$ cat src/hw/rtl/ntps_pkg.sv
`timescale 1ns / 1ps

package ntps_pkg;

    // field widths
    localparam int unsigned TAG_W     = 32;
    localparam int unsigned ID_W      = 16;
    localparam int unsigned MESH_W    = 16;
    localparam int unsigned COORD_W   = 8;
    localparam int unsigned DIST_W    = 9;
    localparam int unsigned IN_IDX_W  = 5;
    // wide enough to compare any incoming index against a table depth up to 511
    localparam int unsigned CMP_IDX_W = 9;

    // action codes
    localparam logic ACT_WRITE = 1'b0;
    localparam logic ACT_QUERY = 1'b1;

    // payload of one table slot
    typedef struct packed {
        logic [TAG_W-1:0]  tag;
        logic [ID_W-1:0]   id;
        logic [MESH_W-1:0] address;
    } slot_t;

    // registered read response from the table
    typedef struct packed {
        logic  occupied;
        slot_t slot;
    } slot_rd_t;

    // sequencer states
    typedef enum logic [3:0] {
        S_IDLE   = 4'b0001,
        S_SCAN   = 4'b0010,
        S_DRAIN  = 4'b0100,
        S_RESULT = 4'b1000
    } state_t;

    // manhattan distance between two packed mesh addresses
    function automatic logic [DIST_W-1:0] hop_count(
        input logic [MESH_W-1:0] from_addr,
        input logic [MESH_W-1:0] to_addr
    );
        logic [COORD_W-1:0] fx;
        logic [COORD_W-1:0] fy;
        logic [COORD_W-1:0] tx;
        logic [COORD_W-1:0] ty;
        logic [COORD_W-1:0] dx;
        logic [COORD_W-1:0] dy;
        fx = from_addr[MESH_W-1:COORD_W];
        fy = from_addr[COORD_W-1:0];
        tx = to_addr[MESH_W-1:COORD_W];
        ty = to_addr[COORD_W-1:0];
        dx = (fx >= tx) ? (fx - tx) : (tx - fx);
        dy = (fy >= ty) ? (fy - ty) : (ty - fy);
        return {1'b0, dx} + {1'b0, dy};
    endfunction

endpackage

$ cat src/hw/rtl/ntps_table.sv
`timescale 1ns / 1ps

module ntps_table #(
    parameter int unsigned TABLE_DEPTH = 32,
    parameter int unsigned IDX_W       = 5
) (
    input  logic                 clk,
    input  logic                 rst_n,
    input  logic                 wr_en,
    input  logic [IDX_W-1:0]     wr_index,
    input  logic                 wr_occupied,
    input  ntps_pkg::slot_t      wr_slot,
    input  logic [IDX_W-1:0]     rd_index,
    output ntps_pkg::slot_rd_t   rd
);

    // slot payload store, no reset: only occupied slots are ever used
    ntps_pkg::slot_t        mem [TABLE_DEPTH];
    logic [TABLE_DEPTH-1:0] occupied_reg;
    ntps_pkg::slot_rd_t     rd_reg;

    // occupancy marks, cleared at reset
    always_ff @(posedge clk or negedge rst_n)
    begin
        if (!rst_n)
        begin
            occupied_reg <= '0;
        end
        else if (wr_en)
        begin
            occupied_reg[wr_index] <= wr_occupied;
        end
    end

    // single write port, single registered read port
    always_ff @(posedge clk)
    begin
        if (wr_en)
        begin
            mem[wr_index] <= wr_slot;
        end
        rd_reg.slot     <= mem[rd_index];
        rd_reg.occupied <= occupied_reg[rd_index];
    end

    assign rd = rd_reg;

endmodule

$ cat src/hw/rtl/nearest_tagged_provider_search.sv
`timescale 1ns / 1ps

// Nearest tagged provider search.
// Input channel (in_valid/in_ready) carries one word per item. A word with
// action write stores or empties one table slot, or is dropped if its
// index lies beyond the table; it is taken while idle and gives no
// result. A word with action query scans the table and gives one result
// word on the output channel (out_valid/out_ready): found, the id and
// mesh address of the nearest slot whose tag holds every required bit,
// and the hop distance. Ties go to the lowest slot index. A query reads
// the table one slot per cycle through the single read port of the slot
// memory, compares the last slot in the drain state and loads the output
// register in the result state. The next word is taken only once the
// block is back in idle, so a new query is not taken before the last one
// is through. in_ready is high only in the idle state, while no query is
// in progress. The result sits in an output register, so the next word is
// accepted while a result still waits; a further query stalls in its
// result state until the receiver takes the earlier word.
// Reset empties every slot and clears both channels.

module nearest_tagged_provider_search #(
    parameter int unsigned TABLE_DEPTH = 32
) (
    input  logic        clk,
    input  logic        rst_n,
    input  logic        in_valid,
    output logic        in_ready,
    input  logic        action,
    input  logic [4:0]  entry_index,
    input  logic        entry_valid,
    input  logic [31:0] entry_tag,
    input  logic [15:0] entry_id,
    input  logic [15:0] entry_address,
    input  logic [15:0] query_address,
    input  logic [31:0] query_tag,
    output logic        out_valid,
    input  logic        out_ready,
    output logic        found,
    output logic [15:0] provider_id,
    output logic [15:0] provider_address,
    output logic [8:0]  hop_distance
);

    localparam int unsigned IDX_W = (TABLE_DEPTH > 1) ? $clog2(TABLE_DEPTH) : 1;
    localparam logic [IDX_W-1:0] LAST_IDX = IDX_W'(TABLE_DEPTH - 1);
    localparam logic [ntps_pkg::CMP_IDX_W-1:0] DEPTH_CMP =
        ntps_pkg::CMP_IDX_W'(TABLE_DEPTH);

    ntps_pkg::state_t state_reg, state_next;

    logic [IDX_W-1:0]            ptr_reg, ptr_next;
    logic                        cmp_en_reg, cmp_en_next;
    logic [ntps_pkg::MESH_W-1:0] qaddr_reg;
    logic [ntps_pkg::TAG_W-1:0]  qtag_reg;

    logic                        hit_reg, hit_next;
    logic [ntps_pkg::DIST_W-1:0] best_dist_reg, best_dist_next;
    logic [ntps_pkg::ID_W-1:0]   best_id_reg, best_id_next;
    logic [ntps_pkg::MESH_W-1:0] best_addr_reg, best_addr_next;

    logic                        out_valid_reg, out_valid_next;
    logic                        found_reg;
    logic [ntps_pkg::ID_W-1:0]   id_reg;
    logic [ntps_pkg::MESH_W-1:0] addr_reg;
    logic [ntps_pkg::DIST_W-1:0] dist_reg;

    logic                               accept;
    logic                               wr_en;
    logic [ntps_pkg::CMP_IDX_W-1:0]     idx_ext;
    ntps_pkg::slot_t                    wr_slot;
    ntps_pkg::slot_rd_t                 rd;
    logic                               matched;
    logic [ntps_pkg::DIST_W-1:0]        cand_dist;
    logic                               load_out;

    assign accept = in_valid && in_ready;

    // writes beyond the table are dropped
    assign idx_ext = ntps_pkg::CMP_IDX_W'(entry_index);
    assign wr_en   = accept && (action == ntps_pkg::ACT_WRITE) && (idx_ext < DEPTH_CMP);

    assign wr_slot.tag     = entry_tag;
    assign wr_slot.id      = entry_id;
    assign wr_slot.address = entry_address;

    ntps_table #(
        .TABLE_DEPTH (TABLE_DEPTH),
        .IDX_W       (IDX_W)
    ) u_table (
        .clk         (clk),
        .rst_n       (rst_n),
        .wr_en       (wr_en),
        .wr_index    (idx_ext[IDX_W-1:0]),
        .wr_occupied (entry_valid),
        .wr_slot     (wr_slot),
        .rd_index    (ptr_reg),
        .rd          (rd)
    );

    // compare stage on the slot read in the previous cycle
    assign matched   = rd.occupied && ((rd.slot.tag & qtag_reg) == qtag_reg);
    assign cand_dist = ntps_pkg::hop_count(qaddr_reg, rd.slot.address);

    assign load_out = (state_reg == ntps_pkg::S_RESULT) && (!out_valid_reg || out_ready);

    // sequencer and running best
    always_comb
    begin
        state_next     = state_reg;
        ptr_next       = ptr_reg;
        cmp_en_next    = 1'b0;
        hit_next       = hit_reg;
        best_dist_next = best_dist_reg;
        best_id_next   = best_id_reg;
        best_addr_next = best_addr_reg;

        if (cmp_en_reg && matched && (!hit_reg || (cand_dist < best_dist_reg)))
        begin
            hit_next       = 1'b1;
            best_dist_next = cand_dist;
            best_id_next   = rd.slot.id;
            best_addr_next = rd.slot.address;
        end

        unique case (state_reg)
            ntps_pkg::S_IDLE:
            begin
                if (accept && (action == ntps_pkg::ACT_QUERY))
                begin
                    state_next     = ntps_pkg::S_SCAN;
                    ptr_next       = '0;
                    hit_next       = 1'b0;
                    best_dist_next = '0;
                    best_id_next   = '0;
                    best_addr_next = '0;
                end
            end
            ntps_pkg::S_SCAN:
            begin
                cmp_en_next = 1'b1;
                if (ptr_reg == LAST_IDX)
                begin
                    state_next = ntps_pkg::S_DRAIN;
                end
                else
                begin
                    ptr_next = ptr_reg + 1'b1;
                end
            end
            ntps_pkg::S_DRAIN:
            begin
                state_next = ntps_pkg::S_RESULT;
            end
            ntps_pkg::S_RESULT:
            begin
                if (load_out)
                begin
                    state_next = ntps_pkg::S_IDLE;
                end
            end
            default:
            begin
                state_next = ntps_pkg::S_IDLE;
            end
        endcase
    end

    // output register handshake
    always_comb
    begin
        out_valid_next = out_valid_reg;
        if (load_out)
        begin
            out_valid_next = 1'b1;
        end
        else if (out_ready)
        begin
            out_valid_next = 1'b0;
        end
    end

    // control state
    always_ff @(posedge clk or negedge rst_n)
    begin
        if (!rst_n)
        begin
            state_reg     <= ntps_pkg::S_IDLE;
            ptr_reg       <= '0;
            cmp_en_reg    <= 1'b0;
            out_valid_reg <= 1'b0;
        end
        else
        begin
            state_reg     <= state_next;
            ptr_reg       <= ptr_next;
            cmp_en_reg    <= cmp_en_next;
            out_valid_reg <= out_valid_next;
        end
    end

    // query operands, running best and result word
    always_ff @(posedge clk)
    begin
        if (accept && (action == ntps_pkg::ACT_QUERY))
        begin
            qaddr_reg <= query_address;
            qtag_reg  <= query_tag;
        end
        hit_reg       <= hit_next;
        best_dist_reg <= best_dist_next;
        best_id_reg   <= best_id_next;
        best_addr_reg <= best_addr_next;
        if (load_out)
        begin
            found_reg <= hit_reg;
            id_reg    <= best_id_reg;
            addr_reg  <= best_addr_reg;
            dist_reg  <= best_dist_reg;
        end
    end

    assign in_ready         = (state_reg == ntps_pkg::S_IDLE);
    assign out_valid        = out_valid_reg;
    assign found            = found_reg;
    assign provider_id      = id_reg;
    assign provider_address = addr_reg;
    assign hop_distance     = dist_reg;

    // a new result word only follows the result cycle of a query
    a_result_from_scan: assert property (@(posedge clk) disable iff (!rst_n)
        $rose(out_valid) |-> $past(state_reg == ntps_pkg::S_RESULT))
        else $error("result word without a finished scan");

    // a query starts its scan at slot zero
    a_scan_start: assert property (@(posedge clk) disable iff (!rst_n)
        (accept && (action == ntps_pkg::ACT_QUERY))
            |=> (state_reg == ntps_pkg::S_SCAN) && (ptr_reg == '0))
        else $error("scan did not start at slot zero");

    // no match leaves every result field at zero
    a_miss_zero: assert property (@(posedge clk) disable iff (!rst_n)
        (out_valid && !found)
            |-> (provider_id == '0) && (provider_address == '0) && (hop_distance == '0))
        else $error("miss result carries non-zero fields");

    // the scan pointer never leaves the table
    a_ptr_range: assert property (@(posedge clk) disable iff (!rst_n)
        (state_reg == ntps_pkg::S_SCAN) |-> (ptr_reg <= LAST_IDX))
        else $error("scan pointer beyond table");

endmodule

$ cat config.mk
export PLATFORM = sky130hd
export DESIGN_NAME = nearest_tagged_provider_search
export DESIGN_NICKNAME = d
export VERILOG_FILES = /design/src/hw/rtl/ntps_pkg.sv /design/src/hw/rtl/ntps_table.sv /design/src/hw/rtl/nearest_tagged_provider_search.sv
export SDC_FILE = /design/constraint.sdc
export NUM_CORES = 2
export LEC_CHECK = 0
export ABC_AREA = 1
export ABC_CLOCK_PERIOD_IN_PS = 5280
export BUFFER_PORTS_ARGS = -buffer_cell sky130_fd_sc_hd__buf_2
export CAP_MARGIN = 40
export CORE_MARGIN = 10
export CORE_UTILIZATION = 55
export CTS_BUF_LIST = sky130_fd_sc_hd__clkbuf_16
export CTS_CLUSTER_SIZE = 30
export DETAILED_ROUTE_END_ITERATION = 7
export PLACE_DENSITY = 0.74
export SLEW_MARGIN = 10
export SYNTH_ARGS = -nofsm -noshare
export SYNTH_HDL_FRONTEND = slang
export SYNTH_SLANG_ARGS = --single-unit
$ cat constraint.sdc
create_clock -name clk -period 5.28 [get_ports clk]
set_clock_uncertainty 0.05 [all_clocks]
set_input_delay 0.264 -clock clk [delete_from_list [all_inputs] [get_ports clk]]
set_output_delay 0.264 -clock clk [all_outputs]
set_load 0.05 [all_outputs]
==> results.sh <==
export IMPL_outcome="finished, final reports clean"
export IMPL_clkPwrFrac_pct=31.0
export IMPL_grt_pass1_wl_um=365000
export IMPL_finalCritPeriodShare_pct=88.8
export IMPL_netlist_cell_type_count=47
export IMPL_stdcell_area_um2=102000
export IMPL_cts_root_to_sink_buffers=3
export IMPL_worst_hold_slack_ps=15.4
export IMPL_seq_area_frac_synth_pct=74.6
export IMPL_drt_total_wl_um=247000
export IMPL_io_buffer_count=166
export IMPL_place_congestion=0.845
export IMPL_total_count_of_max_transition_violations_in_the_final_report=0
export IMPL_final_period_minus_worst_setup_slack_ps=4690
export IMPL_antenna_found_initial=12
export IMPL_r2r_setup_slack_ps=590
export IMPL_yosys_warnings=0
export IMPL_post_cts_repair_setup_buffers=0
export IMPL_floorplan_initialDensity_pct=55.4
export IMPL_core_rowCount=148
export IMPL_syn_cell_area_um2=90400
export IMPL_drtIter0Drc=8793
export IMPL_max_slew_worst_pin_slew_ps=1070
export IMPL_p_total_mw=48.6
export IMPL_yosys_top_cells_area="sky130_fd_sc_hd__edfxtp_1 (71%), sky130_fd_sc_hd__nor2_1 (5.9%), sky130_fd_sc_hd__o21ai_0 (5.5%)"
export IMPL_cell_leakage_power_nw=35.1
export IMPL_reg2reg_depth=29
export IMPL_grt_setup_unrepaired="false"
export IMPL_critical_path_startpoint="qaddr_reg[0]"
export IMPL_synth_top_family_by_area="simple AND/OR/NAND/NOR gates"
export IMPL_synth_seq_cells=2288
export IMPL_grt_pass1_vias=57600
export IMPL_postPlaceCellArea_um2=93700
export IMPL_design_die_area_um2=181000
export IMPL_worst_path_most_repeated_cell="sky130_fd_sc_hd__inv_1"
export IMPL_synth_area_per_cell_um2=12.6
export IMPL_synth_compound_gate_area_share_pct=10.2
export IMPL_die_w_um=425
export IMPL_synth_net_count=7365
export IMPL_worst_r2r_startpoint="qaddr_reg[0]"
export IMPL_slowest_stage="sky130_fd_sc_hd__fa_1"
export IMPL_slew_limit_headroom_pct=28.6
export IMPL_area_growth_synth_to_final_pct=12.6
export IMPL_synth_edff_count=2138
export IMPL_cts_clk_slew_worst_paths_ps=60
export IMPL_max_cap_violations=0
export IMPL_internal_power_mw=32.7
export IMPL_critPathMaxStageDelay_ps=430
export IMPL_netSwitchingFraction_pct=32.8
export IMPL_synth_adder_area_share_pct=0.775
export IMPL_grt_remaining_overflow=0
export IMPL_yosys_area_share_simple_pct=10.9
export IMPL_crit_arrival_ps=5400
export IMPL_drt_drc_violations_left=0
export IMPL_hpwl_um=132000
export IMPL_asyncSetResetFlopFracSynth_pct=1.88
export IMPL_clockRootBuffer="sky130_fd_sc_hd__clkbuf_16"
export IMPL_routed_via_density=6.17
export IMPL_tritoncts="built"
export IMPL_synth_cells=7189
export IMPL_synth_main_ff_cell="sky130_fd_sc_hd__edfxtp_1"
export IMPL_core_um2=163000
export IMPL_setup_viol_count_final=0
export IMPL_power_sequential_fraction_pct=42.4
export IMPL_timing_setup_tns_ps=0
export IMPL_timing_worst_setup_path_type="register to register"
export IMPL_ctsHtreeMaxLevel=4
export IMPL_crit_path_end="best_id_reg[7]"
export IMPL_route_antenna_remaining_nets=0
export IMPL_power_density_nw_per_um2=478
export IMPL_net_switching_power_of_the_design_mw=16.0
export IMPL_cp_max_fo=21
export IMPL_netlist_top_cell_by_area="sky130_fd_sc_hd__edfxtp_1"
export IMPL_r2r_end="best_id_reg[7]"
export IMPL_groute_usage_overall_pct=26.6
export IMPL_hold_viol=0
export IMPL_drive_gt1_share_pct=8.63
export IMPL_start_kind="register"
export IMPL_fin_nets=7554
export IMPL_required_time_at_the_worst_slack_endpoint_ps=5990
export IMPL_fraction_of_synthesized_area_in_multiplexers_pct=0
export IMPL_dieHeight_um=425
export IMPL_achievable_frequency_mhz=213
export IMPL_via_count=60100
export IMPL_final_core_util_pct=62.4
export IMPL_comb_power_share_pct=26.6
export IMPL_max_rail_drop_vdd_v=0.000684
export IMPL_post_synth_xor_area_fraction_pct=0.242
export IMPL_synthTopCellsByCount="sky130_fd_sc_hd__edfxtp_1 (2138), sky130_fd_sc_hd__nor2_1 (1424), sky130_fd_sc_hd__o21ai_0 (1000), sky130_fd_sc_hd__nand2_1 (702), sky130_fd_sc_hd__o22ai_1 (373)"
export IMPL_clock_insertion_delay_at_the_later_pin_of_the_skew_report_ps=860
export IMPL_cts_buffer_count=215
export IMPL_synth_top_cell_area_share_pct=71.0
export IMPL_clock_sink_count=2288
export IMPL_largest_register_ff_count=2048
export IMPL_io_pin_count=167
export IMPL_setup_worst_path_end_class="register"
export IMPL_worstHoldPathType="input pin to async pin"
export IMPL_synth_most_common_cell="sky130_fd_sc_hd__edfxtp_1"
export IMPL_grt_start_max_net_pins=211
export IMPL_route_detailed_wl_per_inst_um=25.4
export IMPL_drtPass1Iterations=8
-- routing by layer --
metal / global-route usage [%] / share of wire (%)
met5: 0 / 0.017
met4: 13.4 / 5.4
met3: 4.63 / 11
met2: 42.2 / 47
met1: 35.5 / 37
-- area by class of cell --
class                      count  area, µm²
multi-input combinational   4232      20100
inverter                     216        918
timing repair buffer         425       3730
fill                       11800      61300
clock inverter               184       1360
clock buffer                 221       5530
antenna                        4       10.0
tap                         2175       2720
sequential                  2288      67400
-- cell usage in the layout, fill, tap and decap left out, types with 9 or more instances in the layout --
cell,synthesis,layout
sky130_fd_sc_hd__edfxtp_1,2138,2138
sky130_fd_sc_hd__nor2_1,1424,1417
sky130_fd_sc_hd__o21ai_0,1000,1000
sky130_fd_sc_hd__nand2_1,702,701
sky130_fd_sc_hd__o22ai_1,373,373
sky130_fd_sc_hd__nand3_1,301,301
sky130_fd_sc_hd__inv_1,209,242
sky130_fd_sc_hd__clkbuf_16,0,221
sky130_fd_sc_hd__buf_2,148,166
sky130_fd_sc_hd__dlygate4sd3_1,0,123
sky130_fd_sc_hd__dfxtp_1,107,107
sky130_fd_sc_hd__o21ai_1,102,102
sky130_fd_sc_hd__buf_4,21,92
sky130_fd_sc_hd__a21oi_1,75,75
sky130_fd_sc_hd__o221ai_1,58,58
sky130_fd_sc_hd__o211ai_1,56,56
sky130_fd_sc_hd__clkinv_1,0,56
sky130_fd_sc_hd__ha_1,48,48
sky130_fd_sc_hd__dfrtp_1,42,38
sky130_fd_sc_hd__clkinv_2,1,34
sky130_fd_sc_hd__buf_12,0,29
sky130_fd_sc_hd__inv_4,1,25
sky130_fd_sc_hd__xor2_1,23,23
sky130_fd_sc_hd__bufinv_16,0,17
sky130_fd_sc_hd__or2_0,15,15
sky130_fd_sc_hd__buf_16,0,14
sky130_fd_sc_hd__nor2_4,1,11
sky130_fd_sc_hd__nor3_1,11,11
sky130_fd_sc_hd__nand4_1,9,9
-- power groups by stage --
stage	combinational, mW	sequential [mW]	clock [mW]
3_3_place_gp	12.3	21.0	0
3_5_place_dp	12.6	21.0	0
4_1_cts	12.8	20.6	15.1
5_1_grt	14.4	20.7	15.9
6_report	12.9	20.6	15.1
2_1_floorplan	9.39	20.8	0
-- metrics by stage --
step	worst slack, ps	cells
6_report	592	9745
5_1_grt	51.0	9742
4_1_cts	456	9741
3_5_place_dp	491	9213
3_3_place_gp	544	9194
2_1_floorplan	-348	7189
-- critical path: cells and delay by family, from the launching register on --
kind | cells | cell delay [ps]
AO/OA/AOI/OAI | 4 | 760
adder cells (fa/ha/maj) | 4 | 1240
flip-flops | 1 | 400
buffers and inverters | 8 | 850
AND/OR/NAND/NOR | 13 | 1310
-- worst min path at each step --
stage	startpoint	to	slack [ps]	cells after the start
2_1_floorplan	rst_n	cmp_en_reg	-80	0
3_3_place_gp	rst_n	u_table.occupied_reg[30]	350	2
3_5_place_dp	rst_n	u_table.occupied_reg[31]	360	2
4_1_cts	rst_n	u_table.occupied_reg[28]	10	3
5_1_grt	rst_n	u_table.occupied_reg[30]	60	3
6_report	rst_n	u_table.occupied_reg[28]	20	3
-- kinds of logic after synthesis --
kind of cell | count (synthesis)
buffers and inverters | 669
flip-flops | 2288
AND/OR/NAND/NOR | 2483
AO/OA/AOI/OAI | 1671
adder cells (fa/ha/maj) | 53
XOR/XNOR | 25
-- what timing repair did --
action / 4_1_cts / 5_1_grt
gates resized for setup: 0 / 2
endpoints found under the hold margin: 2167 / 0
hold buffers: 123 / 0
endpoints found under the setup margin: 0 / 31
No activity file was read; power rests on OpenSTA's default activity.
